### src/rtl/nvsc_pkg.sv
// Shared types and constants for the NV12 nearest-neighbor scaler address generator.
// No dependencies; imported by nvsc_div and nv12_nearest_scaler_address.
package nvsc_pkg;

    // Field and datapath widths
    localparam int COORD_W = 13;
    localparam int DIM_W   = 14;
    localparam int STR_W   = 15;
    localparam int QUO_W   = 14;
    localparam int NUM_W   = COORD_W + DIM_W;
    localparam int OFF_W   = 27;

    // Saturation limits for the frame registers
    localparam int MAX_DIM    = 8192;
    localparam int MAX_STRIDE = 16384;
    localparam int DIM_HI_I   = (MAX_DIM > (2**DIM_W - 1)) ? (2**DIM_W - 1) : MAX_DIM;
    localparam int STR_HI_I   = (MAX_STRIDE > (2**STR_W - 1)) ? (2**STR_W - 1) : MAX_STRIDE;
    localparam logic [DIM_W-1:0] DIM_LO = DIM_W'(2);
    localparam logic [DIM_W-1:0] DIM_HI = DIM_W'(DIM_HI_I);
    localparam logic [STR_W-1:0] STR_LO = STR_W'(2);
    localparam logic [STR_W-1:0] STR_HI = STR_W'(STR_HI_I);

    // Result status codes
    localparam logic [1:0] ST_OK      = 2'd0;
    localparam logic [1:0] ST_OUTSIDE = 2'd1;
    localparam logic [1:0] ST_ODD     = 2'd2;

    // Register indexes (byte address / 4)
    localparam logic [2:0] REG_SRC_W      = 3'd0;
    localparam logic [2:0] REG_SRC_H      = 3'd1;
    localparam logic [2:0] REG_DST_W      = 3'd2;
    localparam logic [2:0] REG_DST_H      = 3'd3;
    localparam logic [2:0] REG_LUMA_STR   = 3'd4;
    localparam logic [2:0] REG_CHROMA_STR = 3'd5;
    localparam logic [2:0] REG_DST_STR    = 3'd6;

    // Register reset values
    localparam logic [DIM_W-1:0] RST_SRC_W      = DIM_W'(3840);
    localparam logic [DIM_W-1:0] RST_SRC_H      = DIM_W'(2160);
    localparam logic [DIM_W-1:0] RST_DST_W      = DIM_W'(1920);
    localparam logic [DIM_W-1:0] RST_DST_H      = DIM_W'(1080);
    localparam logic [STR_W-1:0] RST_LUMA_STR   = STR_W'(3840);
    localparam logic [STR_W-1:0] RST_CHROMA_STR = STR_W'(3840);
    localparam logic [STR_W-1:0] RST_DST_STR    = STR_W'(1920);

    // Per-item sideband carried alongside the dividers
    typedef struct packed {
        logic               mode;
        logic [COORD_W-1:0] x;
        logic [COORD_W-1:0] y;
        logic [1:0]         status;
    } t_side;

endpackage

### src/rtl/nvsc_div.sv
// Pipelined restoring divider, one quotient bit per register stage.
// Depends on nvsc_pkg for widths.
module nvsc_div
    import nvsc_pkg::*;
(
    input  logic             i_clk,
    input  logic             i_en,
    input  logic [NUM_W-1:0] i_num,
    input  logic [DIM_W-1:0] i_den,
    output logic [QUO_W-1:0] o_quo
);

    localparam int REM_W = DIM_W + QUO_W;

    logic [REM_W-1:0] r_rem [QUO_W-1];
    logic [DIM_W-1:0] r_den [QUO_W-1];
    logic [QUO_W-1:0] r_quo [QUO_W];

    // Stage s decides quotient bit QUO_W-1-s; exact while num < den * 2^QUO_W
    for (genvar s = 0; s < QUO_W; s++) begin : g_stage
        logic [REM_W-1:0] rem_in;
        logic [REM_W-1:0] den_sh;
        logic [DIM_W-1:0] den_in;
        logic [QUO_W-1:0] quo_in;
        logic [QUO_W-1:0] n_quo;
        logic             ge;

        if (s == 0) begin : g_first
            assign rem_in = REM_W'(i_num);
            assign den_in = i_den;
            assign quo_in = '0;
        end else begin : g_next
            assign rem_in = r_rem[s-1];
            assign den_in = r_den[s-1];
            assign quo_in = r_quo[s-1];
        end

        assign den_sh = REM_W'(den_in) << (QUO_W - 1 - s);
        assign ge     = (rem_in >= den_sh);
        assign n_quo  = quo_in | (QUO_W'(ge) << (QUO_W - 1 - s));

        always_ff @(posedge i_clk) begin
            if (i_en) begin
                r_quo[s] <= n_quo;
            end
        end

        // partial remainder and divisor move on to the next bit
        if (s < QUO_W - 1) begin : g_carry
            logic [REM_W-1:0] n_rem;
            assign n_rem = ge ? (rem_in - den_sh) : rem_in;
            always_ff @(posedge i_clk) begin
                if (i_en) begin
                    r_rem[s] <= n_rem;
                    r_den[s] <= den_in;
                end
            end
        end
    end

    assign o_quo = r_quo[QUO_W-1];

endmodule

### config.mk
export PLATFORM = sky130hd
export DESIGN_NAME = nvsc_div
export DESIGN_NICKNAME = d
export VERILOG_FILES = /design/src/rtl/nvsc_pkg.sv /design/src/rtl/nvsc_div.sv
export SDC_FILE = /design/constraint.sdc
export NUM_CORES = 1
export LEC_CHECK = 0
export BUFFER_PORTS_ARGS = -buffer_cell sky130_fd_sc_hd__buf_2
export CAP_MARGIN = 20
export CORE_MARGIN = 2
export CORE_UTILIZATION = 40
export CTS_BUF_LIST = sky130_fd_sc_hd__clkbuf_4 sky130_fd_sc_hd__clkbuf_8 sky130_fd_sc_hd__clkbuf_16
export CTS_CLUSTER_DIAMETER = 30
export DETAILED_ROUTE_END_ITERATION = 7
export GPL_TIMING_DRIVEN = 0
export PLACE_DENSITY_LB_ADDON = 0.2
export SLEW_MARGIN = 30
export SYNTH_ARGS = -nofsm -noshare
export SYNTH_HDL_FRONTEND = slang
export SYNTH_SLANG_ARGS = --single-unit
### constraint.sdc
create_clock -name i_clk -period 5.5 [get_ports i_clk]
set_clock_uncertainty 0.05 [all_clocks]
set_input_delay 0.275 -clock i_clk [delete_from_list [all_inputs] [get_ports i_clk]]
set_output_delay 0.275 -clock i_clk [all_outputs]
set_load 0.01 [all_outputs]
### Yosys cells after proc, flatten, opt, wreduce, memory -nomap -nowiden

Memory sizes are Yosys's and may differ from the RTL's.
Index checks and enable logic that the tools add are counted.

| word-level totals | value |
|---|---|
| register bits | 0 |
| bits in writable memories | 742 |
| output and inout port bits | 14 |
| word-level logic and storage cells | 58 |
| memories kept | 3 |

Memories:

| memory | words | bits a word | rd ports | clocked after Yosys merged registers in | wr ports | RTL line | source |
|---|---|---|---|---|---|---|---|
| r_rem | 13 | 28 | 13 | 0 | 13 | nvsc_div.sv:15 | `logic [REM_W-1:0] r_rem [QUO_W-1];` |
| r_quo | 14 | 14 | 14 | 0 | 14 | nvsc_div.sv:17 | `logic [QUO_W-1:0] r_quo [QUO_W];` |
| r_den | 13 | 14 | 13 | 0 | 13 | nvsc_div.sv:16 | `logic [DIM_W-1:0] r_den [QUO_W-1];` |

| operators by class | value |
|---|---|
| $add $sub $neg | 13 |
| $lt $le $gt $ge | 14 |
| muxes and demuxes | 15 |
| bitwise gates (word level) | 13 |

Operators with widths:

| kind | number |
|---|---|
| $mux W28 | 13 |
| $ge A28 B14 Y1 | 1 |
| $ge A28 B15 Y1 | 1 |
| $ge A28 B16 Y1 | 1 |
| $ge A28 B17 Y1 | 1 |
| $ge A28 B18 Y1 | 1 |
| $ge A28 B19 Y1 | 1 |
| $ge A28 B20 Y1 | 1 |
| $ge A28 B21 Y1 | 1 |
| $ge A28 B22 Y1 | 1 |
| $ge A28 B23 Y1 | 1 |
| $ge A28 B24 Y1 | 1 |
| $ge A28 B25 Y1 | 1 |
| $ge A28 B26 Y1 | 1 |
| $sub A27 B27 Y28 | 1 |
| $sub A28 B15 Y28 | 1 |
| $sub A28 B16 Y28 | 1 |
| $sub A28 B17 Y28 | 1 |
| $sub A28 B18 Y28 | 1 |
| $sub A28 B19 Y28 | 1 |
| $sub A28 B20 Y28 | 1 |
| $sub A28 B21 Y28 | 1 |
| $sub A28 B22 Y28 | 1 |
| $sub A28 B23 Y28 | 1 |
| 18 further kinds | 19 |

### Longest topological paths before layout

An unclocked memory read counts as a cell.

| logic depth | value |
|---|---|
| depth after elaboration | 3 |
| depth in mapped cells | 13 |
| gate-level depth less buffers | 12 |

### Worst setup path before layout

Ideal clock, no wire load.

| timing | value |
|---|---|
| kind | flip-flop to flip-flop |
| start point | mem r_rem[0][174] (netlist bit) |
| end point | mem r_rem[0][205] (netlist bit), data pin |
| arrival | 2649 ps |
| setup slack | 2541 ps |
| cell stages (with the launch flop) | 13 |
| path through | edfxtp_1 > inv_1 > ha_1 > inv_1 > fa_1 > inv_1 > nor4_1 > a311oi_2 > o21bai_2 > or4_1 > buf_4 > buf_6 > mux2_4 |

RTL lines:

| item | RTL line |
|---|---|
| from (decl) | nvsc_div.sv:15 |

==> results_dict.tcl <==
set metrics [dict create \
    status "completed" \
    clkPwrFrac 0.395 \
    cellLeakagePower_nw 15.8 \
    sequentialPowerShare 0.342 \
    ys_warn_count 0 \
    ctsResizeCount 0 \
    rows 105 \
    crit_end "r_rem[0][152]$_DFFE_PP_" \
    antennaDiodeCount 0 \
    crit_type "flip-flop to flip-flop" \
    p_int_mw 15.1 \
    final_layout_size_suffix_gt1_frac 0.131 \
    synth_area_per_cell_sq_um 12.1 \
    viasPerCell 5.26 \
    grt_overflow_total 0 \
    ir_drop_v 0.000276 \
    num_vias 22098 \
    h-tree-depth 4 \
    r2r_slack_ns 1.39 \
    path_clk_slew_ns 0.05 \
    p_comb_frac 0.262 \
    area_growth_pct 21.9 \
    syn_area_sq_mm 0.0333 \
    antenna_found_initial 0 \
    rsz0062_at_grt "no" \
    synthFlopType "edfxtp_1" \
    firstDrtPassIters 5 \
    track_usage 0.177 \
    cts_buffer_depth 3 \
    wl_um 74600 \
    cts_buffers 149 \
    crit_path_end_kind "flip-flop" \
    cpMostUsedCell "a21oi_1" \
    ant_nets 0 \
    final_nets 3260 \
    r2r_start "r_rem[0][120]$_DFFE_PP_" \
    period_needed_ns 4.11 \
    fin_crit_sh 0.746 \
    cp.arrival_ns 4.47 \
    syn_nets 3004 \
    numPortBuffers 56 \
    hold_violations 0 \
    synth-seq-area-share 0.586 \
    fillers 7126 \
    critPathLaunch "r_rem[0][120]$_DFFE_PP_" \
    hp-class "primary input to flip-flop" \
    tightestPinTransition_ns 0.886 \
    grt_pass1_wl_um 119000 \
    cp_max_fo 10 \
    synth_edf_count 651 \
    slowest_delay_ns 0.59 \
    start_util 0.405 \
    gp_congestion 0.905 \
    postCtsSetupBuffers 0 \
    required_ns 5.86 \
    power.total_mw 21.8 \
    die_h_um 293 \
    drtIter0Drc 1209 \
    switchingPower_mw 6.64 \
    insertion_delay_ns 0.72 \
    hpwl_um 55600 \
    coreArea_sq_mm 0.0822 \
    place_area_sq_mm 0.0352 \
    grt_max_degree 94 \
    cp-start-kind "flip-flop" \
    die_area_sq_mm 0.0857 \
    crit_slowest_cell "buf_1" \
    cts_root_buf "clkbuf_16" \
    grt_pass1_vias 23395 \
    io-pin-count 57 \
    wl_per_cell_um 17.8 \
    placedCellCount 3885 \
    route.detailed.drc 0 \
    die_x_um 293 \
    slew-limit-headroom 0.404 \
    slew_violations 0 \
    clock.fmax_mhz 244 \
    finalSetupViolCount 0 \
    cts_num_sinks 651 \
    synthArstFlopShare 0 \
    ys_types 88 \
    stdcell_count 4200 \
    ys_ff_latch 651 \
    worstReg2RegEnd "r_rem[0][152]$_DFFE_PP_" \
    syn_inst 2752 \
    drv_cap 0 \
    path_cells "inv_1 -> ha_1 -> fa_1 -> nor2b_1 -> o31ai_1 -> a21oi_1 -> o21bai_1 -> nand3b_1 -> clkbuf_1 -> buf_1 -> a21oi_1" \
    p_sw_frac 0.305 \
    fin_area_sq_mm 0.0406 \
    pwr_density_cell_mw_per_mm2 536 \
    cts_tree "built" \
    ff2ff_path_depth 11 \
]
[worst min path at each step]
stage	cells after the start	start	endpoint	slack, ns
floorplan	0	i_den[0]	r_den[0][0]$_DFFE_PP_	0.32
global placement	0	r_quo[0][69]$_DFFE_PP_	r_quo[0][83]$_DFFE_PP_	0.35
detailed placement	0	r_quo[0][110]$_DFFE_PP_	r_quo[1][12]$_DFFE_PP_	0.35
CTS	2	i_num[4]	r_rem[0][4]$_DFFE_PP_	0.20
global route	2	i_num[4]	r_rem[0][4]$_DFFE_PP_	0.21
finish	2	i_den[2]	r_den[0][2]$_DFFE_PP_	0.25
[cell usage in the layout, fill, tap and decap left out, types with 28 or more instances in the layout]
cell	Yosys	routed
edfxtp_1	651	651
inv_1	250	250
ha_1	196	196
nor2_1	190	190
a21oi_1	186	186
nand2_1	176	176
o21ai_0	170	170
clkbuf_16	0	149
xnor2_1	116	116
xor2_1	98	98
a21o_1	66	66
buf_2	10	65
nor3_1	56	56
dlygate4sd3_1	0	42
nor2b_1	38	38
nand3_1	38	38
clkbuf_1	36	36
o21a_1	36	36
nor4_1	38	36
mux2_2	36	36
nand4_1	35	35
clkinv_1	0	29
nand2b_1	28	28
clkinv_2	0	28
[state kept, by name, summed over array words and instances, names as in the netlist]
register	count
r_den	182
r_quo	105
r_rem	364
[per-layer routing]
| layer | global-route usage | vias up | wire length (um) |
|---|---|---|---|
| met2 | 0.352 | 535 | 42200 |
| met4 | 0.104 | 0 | 3600 |
| met1 | 0.164 | 10544 | 26200 |
| li1 | - | 10791 | - |
| met5 | 0 | - | 0 |
| met3 | 0.0344 | 228 | 2610 |
[cells in the mapped netlist, types with 13 or more instances]
library cell | instances | share of area
a21o_1 | 66 | 0.015
a21oi_1 | 186 | 0.028
a31oi_1 | 15 | 0.0028
clkbuf_1 | 36 | 0.0041
edfxtp_1 | 651 | 0.59
fa_1 | 13 | 0.0078
ha_1 | 196 | 0.074
inv_1 | 250 | 0.028
mux2_2 | 36 | 0.012
nand2_1 | 176 | 0.020
nand2b_1 | 28 | 0.0053
nand3_1 | 38 | 0.0057
nand4_1 | 35 | 0.0066
nor2_1 | 190 | 0.021
nor2b_1 | 38 | 0.0071
nor3_1 | 56 | 0.0084
nor4_1 | 38 | 0.0071
nor4b_1 | 17 | 0.0045
o21a_1 | 36 | 0.0081
o21ai_0 | 170 | 0.026
o21bai_1 | 17 | 0.0038
o31ai_1 | 16 | 0.0036
or3_1 | 15 | 0.0028
or4_1 | 16 | 0.0036
xnor2_1 | 116 | 0.030
xor2_1 | 98 | 0.026
[cells by family after synthesis]
| group | Yosys count | share of synthesized area |
|---|---|---|
| AOI/OAI and AO/OA | 611 | 0.115 |
| DFF | 651 | 0.586 |
| xor gates and xnor gates | 214 | 0.0562 |
| buffers and inverters | 301 | 0.0348 |
| muxes | 51 | 0.0182 |
| adders and majority gates | 209 | 0.0814 |
| and+or+nand+nor | 715 | 0.108 |
[power by group through the flow]
stage,registers [mW],logic (mW),clock network (mW)
final,7.46,5.71,8.61
after global routing,7.56,6.37,9.07
after CTS,7.45,5.71,8.79
after detailed placement,7.53,5.64,0
after global placement,7.60,5.49,0
after floorplan,7.31,4.30,0
[worst max-delay path, delay by kind of cell, from the launching register on]
| family | cells | cell delay (ns) |
|---|---|---|
| compound gates | 4 | 0.95 |
| fa+ha+maj | 2 | 0.66 |
| buf+inv | 3 | 1.19 |
| flops | 1 | 0.34 |
| simple gates | 2 | 0.62 |
[cell type report]
cell class	instances	area (sq um)	area share
Inverter	251	942	0.0232
Clock inverter	104	1170	0.0287
Tap cell	1070	1340	0.0329
Clock buffer	169	3880	0.0954
Multi-Input combinational cell	1800	12600	0.311
Timing Repair Buffer	105	903	0.0222
Sequential cell	651	19500	0.481
Buffer	50	219	0.00539
[through the flow]
step / utilization / hold WS, ns / setup TNS, ns / worst slack, ns
2_1_floorplan: - / 0.324 / 0 / 2.54
3_3_place_gp: 0.425 / 0.350 / -3675.68 / -5.72
3_5_place_dp: 0.428 / 0.355 / 0 / 1.31
4_1_cts: 0.494 / 0.199 / 0 / 1.30
5_1_grt: 0.494 / 0.214 / 0 / 1.19
6_report: 0.494 / 0.245 / 0 / 1.39
[timing repair]
item,4_1_cts,5_1_grt
endpoints found under the hold margin,100,0
hold buffers,42,0
endpoints found under the setup margin,0,0
Power figures use the tool's default switching activity.
